--- config.mk ---
export PLATFORM = sky130hd
export DESIGN_NAME = circle_outline_span_generator_core
export DESIGN_NICKNAME = d
export VERILOG_FILES = /design/src/sv/cosg_pkg.sv /design/src/sv/cosg_front.sv /design/src/sv/cosg_queue.sv /design/src/sv/cosg_back.sv /design/src/sv/circle_outline_span_generator_core.sv
export SDC_FILE = /design/constraint.sdc
export NUM_CORES = 1
export LEC_CHECK = 0
export ABC_CLOCK_PERIOD_IN_PS = 5300
export BUFFER_PORTS_ARGS = -buffer_cell sky130_fd_sc_hd__buf_4
export CAP_MARGIN = 0
export CORE_MARGIN = 1
export CORE_UTILIZATION = 50
export CTS_BUF_LIST = sky130_fd_sc_hd__clkbuf_4 sky130_fd_sc_hd__clkbuf_8 sky130_fd_sc_hd__clkbuf_16
export DETAILED_ROUTE_END_ITERATION = 10
export GPL_TIMING_DRIVEN = 1
export MAX_ROUTING_LAYER = met4
export PLACE_DENSITY_LB_ADDON = 0.08
export REMOVE_ABC_BUFFERS = 1
export SYNTH_ARGS = -nofsm -noshare
export SYNTH_HDL_FRONTEND = slang
export SYNTH_SLANG_ARGS = --single-unit
export TNS_END_PERCENT = 10
--- constraint.sdc ---
create_clock -name clk -period 5.3 [get_ports clk]
set_input_delay 0.53 -clock clk [delete_from_list [all_inputs] [get_ports clk]]
set_output_delay 0.53 -clock clk [all_outputs]
set_load 0.02 [all_outputs]
--- src/sv/cosg_pkg.sv ---
// Shared types and constants for the circle outline/span generator.
package cosg_pkg;

  localparam int COORD_BITS_DEF = 12;
  localparam int CFG_IDX_BITS   = 2;
  localparam int QUEUE_DEPTH    = 2;
  localparam int STEP_IDX_BITS  = 3;

  // Index of the final result of one step in each mode
  localparam logic [STEP_IDX_BITS-1:0] LAST_POINT = 3'd7;
  localparam logic [STEP_IDX_BITS-1:0] LAST_SPAN  = 3'd3;

  typedef enum logic [CFG_IDX_BITS-1:0] {
    CFG_CENTER_X  = 2'd0,
    CFG_CENTER_Y  = 2'd1,
    CFG_RADIUS    = 2'd2,
    CFG_FILL_MODE = 2'd3
  } cfg_reg_t;

  typedef struct packed {
    logic full;
    logic empty;
  } q_stat_t;

endpackage

--- src/sv/cosg_front.sv ---
// Front end: accepts items, holds the walk state and applies the decision step.
module cosg_front import cosg_pkg::*; #(
  parameter int COORD_BITS = COORD_BITS_DEF
) (
  input  logic                  clk,
  input  logic                  rst_n,
  input  logic                  in_valid,
  input  logic                  in_restart,
  output logic                  in_stall,
  input  logic [COORD_BITS-1:0] radius,
  input  q_stat_t               q_stat,
  output logic                  push,
  output logic [COORD_BITS-1:0] push_a,
  output logic [COORD_BITS-1:0] push_c,
  output logic                  push_last
);

  localparam int W  = COORD_BITS + 2;
  localparam int SW = COORD_BITS + 4;

  logic [COORD_BITS-1:0] a_r, c_r;
  logic [W-1:0]          d_r;
  logic                  active_r;

  logic signed [SW-1:0] a_s, c_s, r_s, d_s, two_a, two_rc;
  logic signed [SW-1:0] a_n, c_n, d_n;
  logic                 walk_end, accept;

  always_comb begin
    a_s    = $signed({4'b0, a_r});
    c_s    = $signed({4'b0, c_r});
    r_s    = $signed({4'b0, radius});
    d_s    = $signed({{2{d_r[W-1]}}, d_r});
    two_a  = a_s <<< 1;
    two_rc = (r_s - c_s) <<< 1;
    a_n    = a_s;
    c_n    = c_s;
    d_n    = d_s;
    priority if (d_s >= two_a) begin
      d_n = d_s - two_a - SW'(1);
      a_n = a_s + SW'(1);
    end else if (d_s < two_rc) begin
      d_n = d_s + (c_s <<< 1) - SW'(1);
      c_n = c_s - SW'(1);
    end else begin
      d_n = d_s + ((c_s - a_s - SW'(1)) <<< 1);
      c_n = c_s - SW'(1);
      a_n = a_s + SW'(1);
    end
    walk_end = (c_n < a_n);
  end

  assign in_stall  = q_stat.full;
  assign accept    = in_valid && !q_stat.full;
  assign push      = accept && !in_restart && active_r;
  assign push_a    = a_r;
  assign push_c    = c_r;
  assign push_last = walk_end;

  always_ff @(posedge clk) begin
    if (!rst_n) begin
      a_r      <= '0;
      c_r      <= '0;
      d_r      <= '0;
      active_r <= 1'b0;
    end else if (accept) begin
      if (in_restart) begin
        a_r      <= '0;
        c_r      <= radius;
        d_r      <= {2'b0, radius} - W'(1);
        active_r <= 1'b1;
      end else if (active_r) begin
        a_r      <= a_n[COORD_BITS-1:0];
        c_r      <= c_n[COORD_BITS-1:0];
        d_r      <= d_n[W-1:0];
        active_r <= !walk_end;
      end
    end
  end

endmodule

--- src/sv/cosg_queue.sv ---
// Short job queue between the walk front end and the result sequencer.
module cosg_queue import cosg_pkg::*; #(
  parameter int DW = 2 * COORD_BITS_DEF + 1
) (
  input  logic          clk,
  input  logic          rst_n,
  input  logic          push,
  input  logic [DW-1:0] push_data,
  input  logic          pop,
  output logic [DW-1:0] head_data,
  output q_stat_t       q_stat
);

  localparam int PTR_BITS = (QUEUE_DEPTH > 1) ? $clog2(QUEUE_DEPTH) : 1;
  localparam int CNT_BITS = $clog2(QUEUE_DEPTH + 1);

  logic [DW-1:0]       mem_r [QUEUE_DEPTH];
  logic [PTR_BITS-1:0] wr_ptr_r, rd_ptr_r;
  logic [CNT_BITS-1:0] count_r;

  assign head_data    = mem_r[rd_ptr_r];
  assign q_stat.full  = (count_r == CNT_BITS'(QUEUE_DEPTH));
  assign q_stat.empty = (count_r == '0);

  always_ff @(posedge clk) begin
    if (push) begin
      mem_r[wr_ptr_r] <= push_data;
    end
  end

  always_ff @(posedge clk) begin
    if (!rst_n) begin
      wr_ptr_r <= '0;
      rd_ptr_r <= '0;
      count_r  <= '0;
    end else begin
      if (push) begin
        wr_ptr_r <= (wr_ptr_r == PTR_BITS'(QUEUE_DEPTH - 1)) ? '0 : wr_ptr_r + PTR_BITS'(1);
      end
      if (pop) begin
        rd_ptr_r <= (rd_ptr_r == PTR_BITS'(QUEUE_DEPTH - 1)) ? '0 : rd_ptr_r + PTR_BITS'(1);
      end
      if (push && !pop) begin
        count_r <= count_r + CNT_BITS'(1);
      end else if (pop && !push) begin
        count_r <= count_r - CNT_BITS'(1);
      end
    end
  end

endmodule

--- src/sv/cosg_back.sv ---
// Back end: expands one walk step into points or spans, one per cycle unless stalled.
module cosg_back import cosg_pkg::*; #(
  parameter int COORD_BITS = COORD_BITS_DEF
) (
  input  logic                         clk,
  input  logic                         rst_n,
  input  logic [COORD_BITS-1:0]        job_a,
  input  logic [COORD_BITS-1:0]        job_c,
  input  logic                         job_last,
  input  q_stat_t                      q_stat,
  output logic                         pop,
  input  logic [COORD_BITS-1:0]        center_x,
  input  logic [COORD_BITS-1:0]        center_y,
  input  logic                         fill_mode,
  output logic                         out_valid,
  input  logic                         out_stall,
  output logic signed [COORD_BITS+1:0] out_start_x,
  output logic signed [COORD_BITS+1:0] out_start_y,
  output logic signed [COORD_BITS+1:0] out_end_x,
  output logic signed [COORD_BITS+1:0] out_end_y,
  output logic                         out_last_of_step,
  output logic                         out_last_of_circle
);

  localparam int W = COORD_BITS + 2;

  logic [STEP_IDX_BITS-1:0] k_r;
  logic                     out_valid_r;
  logic [W-1:0]             sx_r, sy_r, ex_r, ey_r;
  logic                     los_r, loc_r;

  logic                     load, is_last, x_uses_a, x_neg, y_neg;
  logic [STEP_IDX_BITS-1:0] last_idx;
  logic [W-1:0]             x_mag, y_mag, cx_w, cy_w;
  logic [W-1:0]             sx_nxt, sy_nxt, ex_nxt;

  always_comb begin
    last_idx = fill_mode ? LAST_SPAN : LAST_POINT;
    is_last  = (k_r == last_idx);
    load     = !q_stat.empty && (!out_valid_r || !out_stall);
    pop      = load && is_last;

    // Outline: x takes a on even points; fill: a on the middle two spans
    if (fill_mode) begin
      x_uses_a = k_r[0] ^ k_r[1];
      x_neg    = 1'b1;
      y_neg    = k_r[1];
    end else begin
      x_uses_a = !k_r[0];
      x_neg    = k_r[1];
      y_neg    = k_r[2];
    end
    x_mag  = x_uses_a ? {2'b0, job_a} : {2'b0, job_c};
    y_mag  = x_uses_a ? {2'b0, job_c} : {2'b0, job_a};
    cx_w   = {2'b0, center_x};
    cy_w   = {2'b0, center_y};
    sx_nxt = x_neg ? cx_w - x_mag : cx_w + x_mag;
    sy_nxt = y_neg ? cy_w - y_mag : cy_w + y_mag;
    ex_nxt = fill_mode ? cx_w + x_mag : sx_nxt;
  end

  always_ff @(posedge clk) begin
    if (!rst_n) begin
      k_r         <= '0;
      out_valid_r <= 1'b0;
    end else begin
      if (load) begin
        k_r         <= is_last ? '0 : k_r + STEP_IDX_BITS'(1);
        out_valid_r <= 1'b1;
      end else if (!out_stall) begin
        out_valid_r <= 1'b0;
      end
    end
  end

  always_ff @(posedge clk) begin
    if (load) begin
      sx_r  <= sx_nxt;
      sy_r  <= sy_nxt;
      ex_r  <= ex_nxt;
      ey_r  <= sy_nxt;
      los_r <= is_last;
      loc_r <= is_last && job_last;
    end
  end

  assign out_valid          = out_valid_r;
  assign out_start_x        = $signed(sx_r);
  assign out_start_y        = $signed(sy_r);
  assign out_end_x          = $signed(ex_r);
  assign out_end_y          = $signed(ey_r);
  assign out_last_of_step   = los_r;
  assign out_last_of_circle = loc_r;

  a_pop_needs_job: assert property (@(posedge clk) disable iff (!rst_n)
    pop |-> !q_stat.empty)
    else $error("job popped from empty queue");

  a_idle_index_zero: assert property (@(posedge clk) disable iff (!rst_n)
    q_stat.empty |-> (k_r == '0))
    else $error("result index left mid-step with no job");

  a_circle_end_is_step_end: assert property (@(posedge clk) disable iff (!rst_n)
    (out_valid_r && loc_r) |-> los_r)
    else $error("end of circle not on last result of step");

endmodule

--- src/sv/circle_outline_span_generator_core.sv ---
// Andres circle rasterizer: one walk step per advance transaction, emitted as
// eight outline points or four horizontal spans, one result per clock cycle
// while out_stall is low. A restart transaction reloads the walk (offset 0,
// radius) and gives no result; advance transactions after the walk has ended,
// or before any restart, give none either. The front end takes a transaction
// and updates the decision variable at once, queueing up to two pending steps;
// the result sequencer then emits eight results per step in outline mode and
// four in fill mode, so it sets the sustained rate. While a finished result
// waits on out_stall the sequencer holds, and the front end keeps accepting
// until the queue is full. Center, radius and mode come from configuration
// registers written through cfg_wr_en, cfg_index and cfg_wdata; the user must
// write them only while the block is idle, as the block does not enforce it.
module circle_outline_span_generator_core import cosg_pkg::*; #(
  parameter int COORD_BITS = COORD_BITS_DEF
) (
  input  logic                         clk,
  input  logic                         rst_n,
  input  logic                         cfg_wr_en,
  input  logic [CFG_IDX_BITS-1:0]      cfg_index,
  input  logic [COORD_BITS-1:0]        cfg_wdata,
  input  logic                         in_valid,
  output logic                         in_stall,
  input  logic                         in_restart,
  output logic                         out_valid,
  input  logic                         out_stall,
  output logic signed [COORD_BITS+1:0] out_start_x,
  output logic signed [COORD_BITS+1:0] out_start_y,
  output logic signed [COORD_BITS+1:0] out_end_x,
  output logic signed [COORD_BITS+1:0] out_end_y,
  output logic                         out_last_of_step,
  output logic                         out_last_of_circle
);

  localparam int JOB_W = 2 * COORD_BITS + 1;

  logic [COORD_BITS-1:0] center_x_r, center_y_r, radius_r;
  logic                  fill_mode_r;

  q_stat_t               q_stat;
  logic                  push, pop, push_last;
  logic [COORD_BITS-1:0] push_a, push_c;
  logic [JOB_W-1:0]      head_data;

  always_ff @(posedge clk) begin
    if (!rst_n) begin
      center_x_r  <= '0;
      center_y_r  <= '0;
      radius_r    <= '0;
      fill_mode_r <= 1'b0;
    end else if (cfg_wr_en) begin
      unique case (cfg_reg_t'(cfg_index))
        CFG_CENTER_X:  center_x_r  <= cfg_wdata;
        CFG_CENTER_Y:  center_y_r  <= cfg_wdata;
        CFG_RADIUS:    radius_r    <= cfg_wdata;
        CFG_FILL_MODE: fill_mode_r <= cfg_wdata[0];
      endcase
    end
  end

  cosg_front #(.COORD_BITS(COORD_BITS)) u_front (
    .clk       (clk),
    .rst_n     (rst_n),
    .in_valid  (in_valid),
    .in_restart(in_restart),
    .in_stall  (in_stall),
    .radius    (radius_r),
    .q_stat    (q_stat),
    .push      (push),
    .push_a    (push_a),
    .push_c    (push_c),
    .push_last (push_last)
  );

  cosg_queue #(.DW(JOB_W)) u_queue (
    .clk      (clk),
    .rst_n    (rst_n),
    .push     (push),
    .push_data({push_last, push_c, push_a}),
    .pop      (pop),
    .head_data(head_data),
    .q_stat   (q_stat)
  );

  cosg_back #(.COORD_BITS(COORD_BITS)) u_back (
    .clk               (clk),
    .rst_n             (rst_n),
    .job_a             (head_data[COORD_BITS-1:0]),
    .job_c             (head_data[2*COORD_BITS-1:COORD_BITS]),
    .job_last          (head_data[JOB_W-1]),
    .q_stat            (q_stat),
    .pop               (pop),
    .center_x          (center_x_r),
    .center_y          (center_y_r),
    .fill_mode         (fill_mode_r),
    .out_valid         (out_valid),
    .out_stall         (out_stall),
    .out_start_x       (out_start_x),
    .out_start_y       (out_start_y),
    .out_end_x         (out_end_x),
    .out_end_y         (out_end_y),
    .out_last_of_step  (out_last_of_step),
    .out_last_of_circle(out_last_of_circle)
  );

endmodule

* Yosys cells after proc, flatten, opt, wreduce, memory -nomap -nowiden
Memory sizes are Yosys's and may differ from the RTL's. A register that Yosys moved wholly into a read port is not among the register bits. Index checks and enable logic that the tools add are counted.
Word-level totals: memory bits (writable) 50, bits of input ports 20, memories kept 1, register bits 128
Operators by class: multiplexer cells 33, reduce and logical (&&, ||, !) cells 27, magnitude comparators 3, add/subtract/negate cells 20, bitwise logic cells 1, equality and inequality tests 6
Memories:
- u_queue.mem_r | depth 2, bits a word 25, read ports 1, clocked after memory_dff 1, wr ports 1, RTL line cosg_queue.sv:17 | logic [DW-1:0] mem_r [QUEUE_DEPTH];
Operators by type and width (count):
- 14-bit two-way mux | 7
- 12-bit two-way mux | 6
- 16-bit two-way mux | 3
- 12-bit by 14-bit adder with 14-bit output | 2
- 14-bit adder | 2
- 12-bit by 14-bit subtractor with 14-bit output | 2
- 14-bit by 2-bit subtractor with 14-bit output, second input constant | 2
- 12-bit by 1-bit subtractor with 13-bit output, second input constant | 2
- 12-bit by 12-bit subtractor with 13-bit output | 2
- 16-bit less-than comparator | 1
- 14-bit greater-or-equal comparator | 1
- 14-bit less-than comparator | 1
- 14-bit subtractor | 1
- 12-bit by 1-bit adder with 13-bit output, second input constant | 1
- 1-bit two-way mux | 13
- 13-bit by 2-bit subtractor with 13-bit output, second input constant | 1
- 2-bit AND reduction | 5
- 1-bit logical NOT | 9
- 1-bit logical AND | 8
- 2-bit == test, second input constant | 3
- 3-bit two-way mux | 2
- 2-bit logical NOT | 2
- 2-bit two-way mux | 2
- 2-bit nonzero test | 2
- 9 further kinds | 10

* Logic depth before layout (Yosys ltp)
depth in word-level cells 9, mapped depth 31, mapped depth without buffers 28

* Hierarchy
From an unflattened synthesis, not the netlist that was laid out.
Unflattened totals: cells, all modules 1600, area total of the unflattened synthesis 14051.0 um2
By module, submodules not included:
- cosg_front | sequential area each 780.7 um2, cells each 817, area each 6065.8 um2, times used 1
- cosg_back | sequential area each 1371.3 um2, cells each 548, area each 4573.1 um2, times used 1
- cosg_queue | sequential area each 1601.5 um2, cells each 100, area each 2021.9 um2, times used 1
- circle_outline_span_generator_core | sequential area each 740.7 um2, cells each 135, area each 1390.1 um2, times used 1

* Worst setup path before layout
Ideal clock, no wire load.
kind reg2reg, start reg u_front.c_r[2] (netlist: u_front.push_c[2]), end reg u_front.active_r, setup slack -0.266 ns, path buffers 3, arrival 5.449 ns, clock period less this slack 5.566 ns, library setup time 0.116 ns, stages on the path, launching flop included 31, cells stage by stage dfxtp_1 -> inv_1 -> ha_1 -> nor2b_1 -> o21ai_0 -> nand2b_1 -> a21o_1 -> a21o_1 -> a31oi_1 -> o211ai_1 -> o31a_1 -> ha_1 -> nor3b_1 -> nand2_1 -> nor2_1 -> a21oi_1 -> or3_1 -> buf_6 -> and3_4 -> buf_6 -> buf_8 -> nand2_1 -> xnor2_1 -> ha_1 -> a21oi_1 -> nor2_1 -> a211oi_1 -> o21ai_0 -> a2111oi_0 -> o21ai_0 -> a41o_1
Between the ends: longest elaborated chain between the ends 8
Ends and longest elaborated chain:
- from (decl) | RTL line cosg_front.sv:21 | logic [COORD_BITS-1:0] a_r, c_r;
- from (signal assigned) | RTL line cosg_front.sv:69 | c_r <= radius;
- from (signal assigned) | RTL line cosg_front.sv:74 | c_r <= c_n[COORD_BITS-1:0];
- 12-bit by 12-bit subtractor with 13-bit output | RTL line cosg_front.sv:35 | two_rc = (r_s - c_s) <<< 1;
- 14-bit less-than comparator | RTL line cosg_front.sv:42 | end else if (d_s < two_rc) begin
- 16-bit two-way mux | RTL line cosg_front.sv:42
- 16-bit two-way mux | RTL line cosg_front.sv:39 | priority if (d_s >= two_a) begin
- 16-bit less-than comparator * | RTL line cosg_front.sv:50 | walk_end = (c_n < a_n);
- 1-bit logical NOT * | RTL line cosg_front.sv:76 | active_r <= !walk_end;
- 1-bit two-way mux * | RTL line cosg_front.sv:72 | end else if (active_r) begin
- 1-bit two-way mux * | RTL line cosg_front.sv:67 | if (in_restart) begin
- to (signal assigned) | RTL line cosg_front.sv:76
- to (decl) | RTL line cosg_front.sv:23 | logic active_r;
Mark *: on every way between the ends. The rest lies on a longest branch, timed or not. A chain may end at the register's enable or synchronous reset.

* Worst setup path in the final report
start reg radius_r[0], end reg u_front.active_r
Between the ends: longest elaborated chain between the ends 8
Ends and longest elaborated chain:
- from (decl) | RTL line circle_outline_span_generator_core.sv:36 | logic [COORD_BITS-1:0] center_x_r, center_y_r, radius_r;
- from (signal assigned) | RTL line circle_outline_span_generator_core.sv:54 | CFG_RADIUS: radius_r <= cfg_wdata;
- 12-bit by 12-bit subtractor with 13-bit output | RTL line cosg_front.sv:35
- 14-bit less-than comparator | RTL line cosg_front.sv:42
- 16-bit two-way mux | RTL line cosg_front.sv:42
- 16-bit two-way mux | RTL line cosg_front.sv:39
- 16-bit less-than comparator | RTL line cosg_front.sv:50
- 1-bit logical NOT | RTL line cosg_front.sv:76
- 1-bit two-way mux | RTL line cosg_front.sv:72
- 1-bit two-way mux | RTL line cosg_front.sv:67
No other way between the ends.

==> summary.md <==
| Metric | Value |
|---|---|
| Nets | `1775` |
| Final Non-Filler Cells | `1951` |
| Crit path from | `radius_r[0]` |
| Final GP Congestion | `0.936` |
| Peak supply drop | `0.474 mV` |
| Starting Density | `50.8%` |
| Final WS setup | `-0.0483 ns` |
| Pre-CTS setup slack | `-0.401 ns` |
| Root Driver | `clkbuf_16` |
| Leak Pwr | `0.00648 µW` |
| Detailed Route Iter0 Violations | `689` |
| Reg area | `4500 µm²` |
| Synth cell count leaders | `ha_1, nor2_1, inv_1` |
| Synth top area share | `20.5%` |
| Hold wc startpoint | `cfg_wdata[1]` |
| Outcome | `complete, but fails checks` |
| Post-DRT Antenna Nets | `0` |
| Antenna violations before repair | `0` |
| Top cells by area in the synthesized netlist | `edfxtp_1, ha_1, dfxtp_1, xnor2_1, a21oi_1` |
| Setup Skew | `0.0167 ns` |
| CTS H-Tree Depth | `4` |
| CTS tree | `done` |
| Critical path data arrival time | `5.67 ns` |
| Number of global-route vias before repair | `11123` |
| Post-synth cell types | `74` |
| Placed Cells | `1915` |
| Pin count of the biggest net entering global routing | `50` |
| Max Transition Viols Final | `0` |
| First-pass GRT wire length | `58.6 mm` |
| Fraction of registers with async set/reset | `0%` |
| Die Footprint | `28000 µm²` |
| Final hold slack | `0.356 ns` |
| CP startpoint kind | `flip-flop` |
| Mean Syn Cell Area | `9.06 µm²` |
| Share of cells above drive strength 1 | `15.1%` |
| Synth Cell Area | `13600 µm²` |
| Buffers on Ports | `79` |
| Number of flops mapped to enable cells by yosys | `93` |
| Worst path slowest cell | `a2111oi_2` |
| Max Freq | `187 MHz` |
| Req. time, crit path | `5.62 ns` |
| Final Hold Vio Count | `0` |
| Critical path class | `reg2reg` |
| Slew @ Worst Pin | `1.00 ns` |
| Diodes inserted | `0` |
| Setup TNS Final | `-0.0483 ns` |
| Max incr delay on CP | `0.42 ns` |
| Clock sinks | `178` |
| Clock network latency to the later pin of the worst-skew pair | `0.44 ns` |
| Synth Register Bits | `178` |
| Fin crit period | `5.35 ns` |
| Setup crit end kind | `flip-flop` |
| FP Rows | `60` |
| Io pins | `80` |
| Class of the worst hold path | `in2reg` |
| Maxcap violations | `0` |
| CTS clk-pin slew, worst paths | `0.08 ns` |
| Core area | `26900 µm²` |
| Vias | `11348` |
| Vias/cell | `5.82` |
| Crit Path Max Fanout | `4` |
| Total grt overflow | `0` |
| DR DRC count | `0` |
| Post-Syn Instances | `1506` |
| Top FF cell, synth | `edfxtp_1` |
| Synthesis-to-layout area growth | `13.5%` |
| R2r endpoint | `u_front.active_r` |
| Crit share post-route | `101%` |
| DP HPWL | `28.4 mm` |
| Drt pass-1 iters | `6` |
| Violated checks | `negative setup slack` |
| R2r setup slk | `-0.05 ns` |
| Wirelength per Cell | `18.9 µm` |
| All-Layer GR Usage | `27.8%` |
| Worst reg2reg path depth | `29` |
| Post-synth top area cell | `edfxtp_1` |
| Most frequent CP cell | `o21ai_1` |
| Critical path endpoint | `u_front.active_r` |
| Multi-input logic area | `8430 µm²` |
| Total wire length | `36.9 mm` |
| Clk buf depth | `2` |
| Share of the yosys chip area belonging to registers | `32.9%` |
| Top-count cell post-synth | `ha_1` |
| R2r startpoint | `radius_r[0]` |
| Unrepaired setup endpoints after global routing | `true` |
| Endpoints failing setup | `1` |
| Die Span Y | `167 µm` |
| PD cells | `554 nW/µm²` |
| Total CTS buffers | `17` |
| Yosys warns | `0` |
| Fill cells | `2425` |
| Relative slew slack | `32.7%` |
| Die X | `167 µm` |
layer usage:
| metal | wire (µm) | track usage (%) | vias to the layer above |
|---|---|---|---|
| met5 | 0 | - | - |
| met4 | 1440 | 12.2 | 0 |
| met3 | 1690 | 3.29 | 71 |
| met2 | 18200 | 48.0 | 336 |
| met1 | 15500 | 32.5 | 5329 |
| li1 | - | - | 5612 |
worst min-delay path by stage:
stage | cells past startpoint | end | slack (ns)
2_1_floorplan | 0 | u_queue.mem_r[0][4] | 0.44
3_3_place_gp | 2 | u_back.out_valid | 0.46
3_5_place_dp | 2 | radius_r[0] | 0.47
4_1_cts | 3 | center_y_r[1] | 0.34
5_1_grt | 3 | fill_mode_r | 0.35
6_report | 3 | center_x_r[1] | 0.36
area by class of cell:
class                      count  area share [%]
multi-input combinational   1131            54.4
sequential                   178            29.0
timing repair buffer         139            6.76
inverter                     130            3.15
clock buffer                  18            2.80
tap                          341            2.76
clock inverter                14            1.07
placed cells by master, fill, tap and decap left out, drive strengths merged, types with 6 or more instances in the layout:
master   count
a2111oi      6
a211oi      15
a21o        25
a21oi      118
a221oi      10
a31oi       22
a41oi        7
and3        12
buf        139
clkbuf      18
dfxtp       85
edfxtp      93
fa           9
ha         149
inv        138
mux2i       32
mux4        24
nand2      118
nand2b      13
nand3       32
nand4        7
nor2       145
nor2b       19
nor3        45
nor4         6
o211ai       8
o21a        11
o21ai       75
o21bai      12
o22ai        7
o31ai        9
o41ai        8
or3          7
xnor2       85
xor2        28
critical path, delay by kind of cell (launching register included):
kind | cells | cell delay [ns]
AOI/OAI and AO/OA | 15 | 2.39
xor gates and xnor gates | 2 | 0.24
adders and majority gates | 4 | 1.11
buffers and inverters | 2 | 0.21
DFF | 1 | 0.35
and+or+nand+nor | 6 | 0.93
stage by stage:
step	area (µm²)	util (%)	total power (µW)
2_1_floorplan	13300	-	5570
3_3_place_gp	14800	54.9	7010
3_5_place_dp	14800	54.9	7060
4_1_cts	15400	57.3	8480
5_1_grt	15500	57.6	9290
6_report	15500	57.6	8580
sequential cells by signal, indices dropped and copies added, names as in the netlist, 2 cells and up, named ones only:
register / count
u_back.out_start_x: 13
u_back.k_r: 3
u_front.push_a: 12
u_front.d_r: 14
u_back.out_end_x: 14
u_front.push_c: 12
u_back.out_start_y: 14
center_y_r: 12
u_queue.count_r: 2
u_queue.mem_r: 50
radius_r: 12
center_x_r: 12
what timing repair did:
action,4_1_cts,5_1_grt
pin swaps,9,18
setup buffers,1,3
gates cloned,0,0
hold buffers,0,0
endpoints found under the setup margin,3,3
resized for setup,13,17
kinds of logic after synthesis:
group,Yosys count,share of synthesized area (%)
buffers and inverters,197,6.09
AO/OA/AOI/OAI,380,18.1
AND/OR/NAND/NOR,419,13.9
flip-flops,178,32.9
XOR/XNOR,113,7.25
multiplexers,61,6.72
adder cells (fa/ha/maj),158,15.0
power by group:
part           leakage (µW)  switching, µW  internal (µW)  total, µW
Clock              0.000295            609            681       1290
Sequential          0.00156            119           1670       1780
Combinational       0.00463           3190           2320       5510
Total               0.00648           3920           4660       8580
No activity file was read; power rests on OpenSTA's default activity.
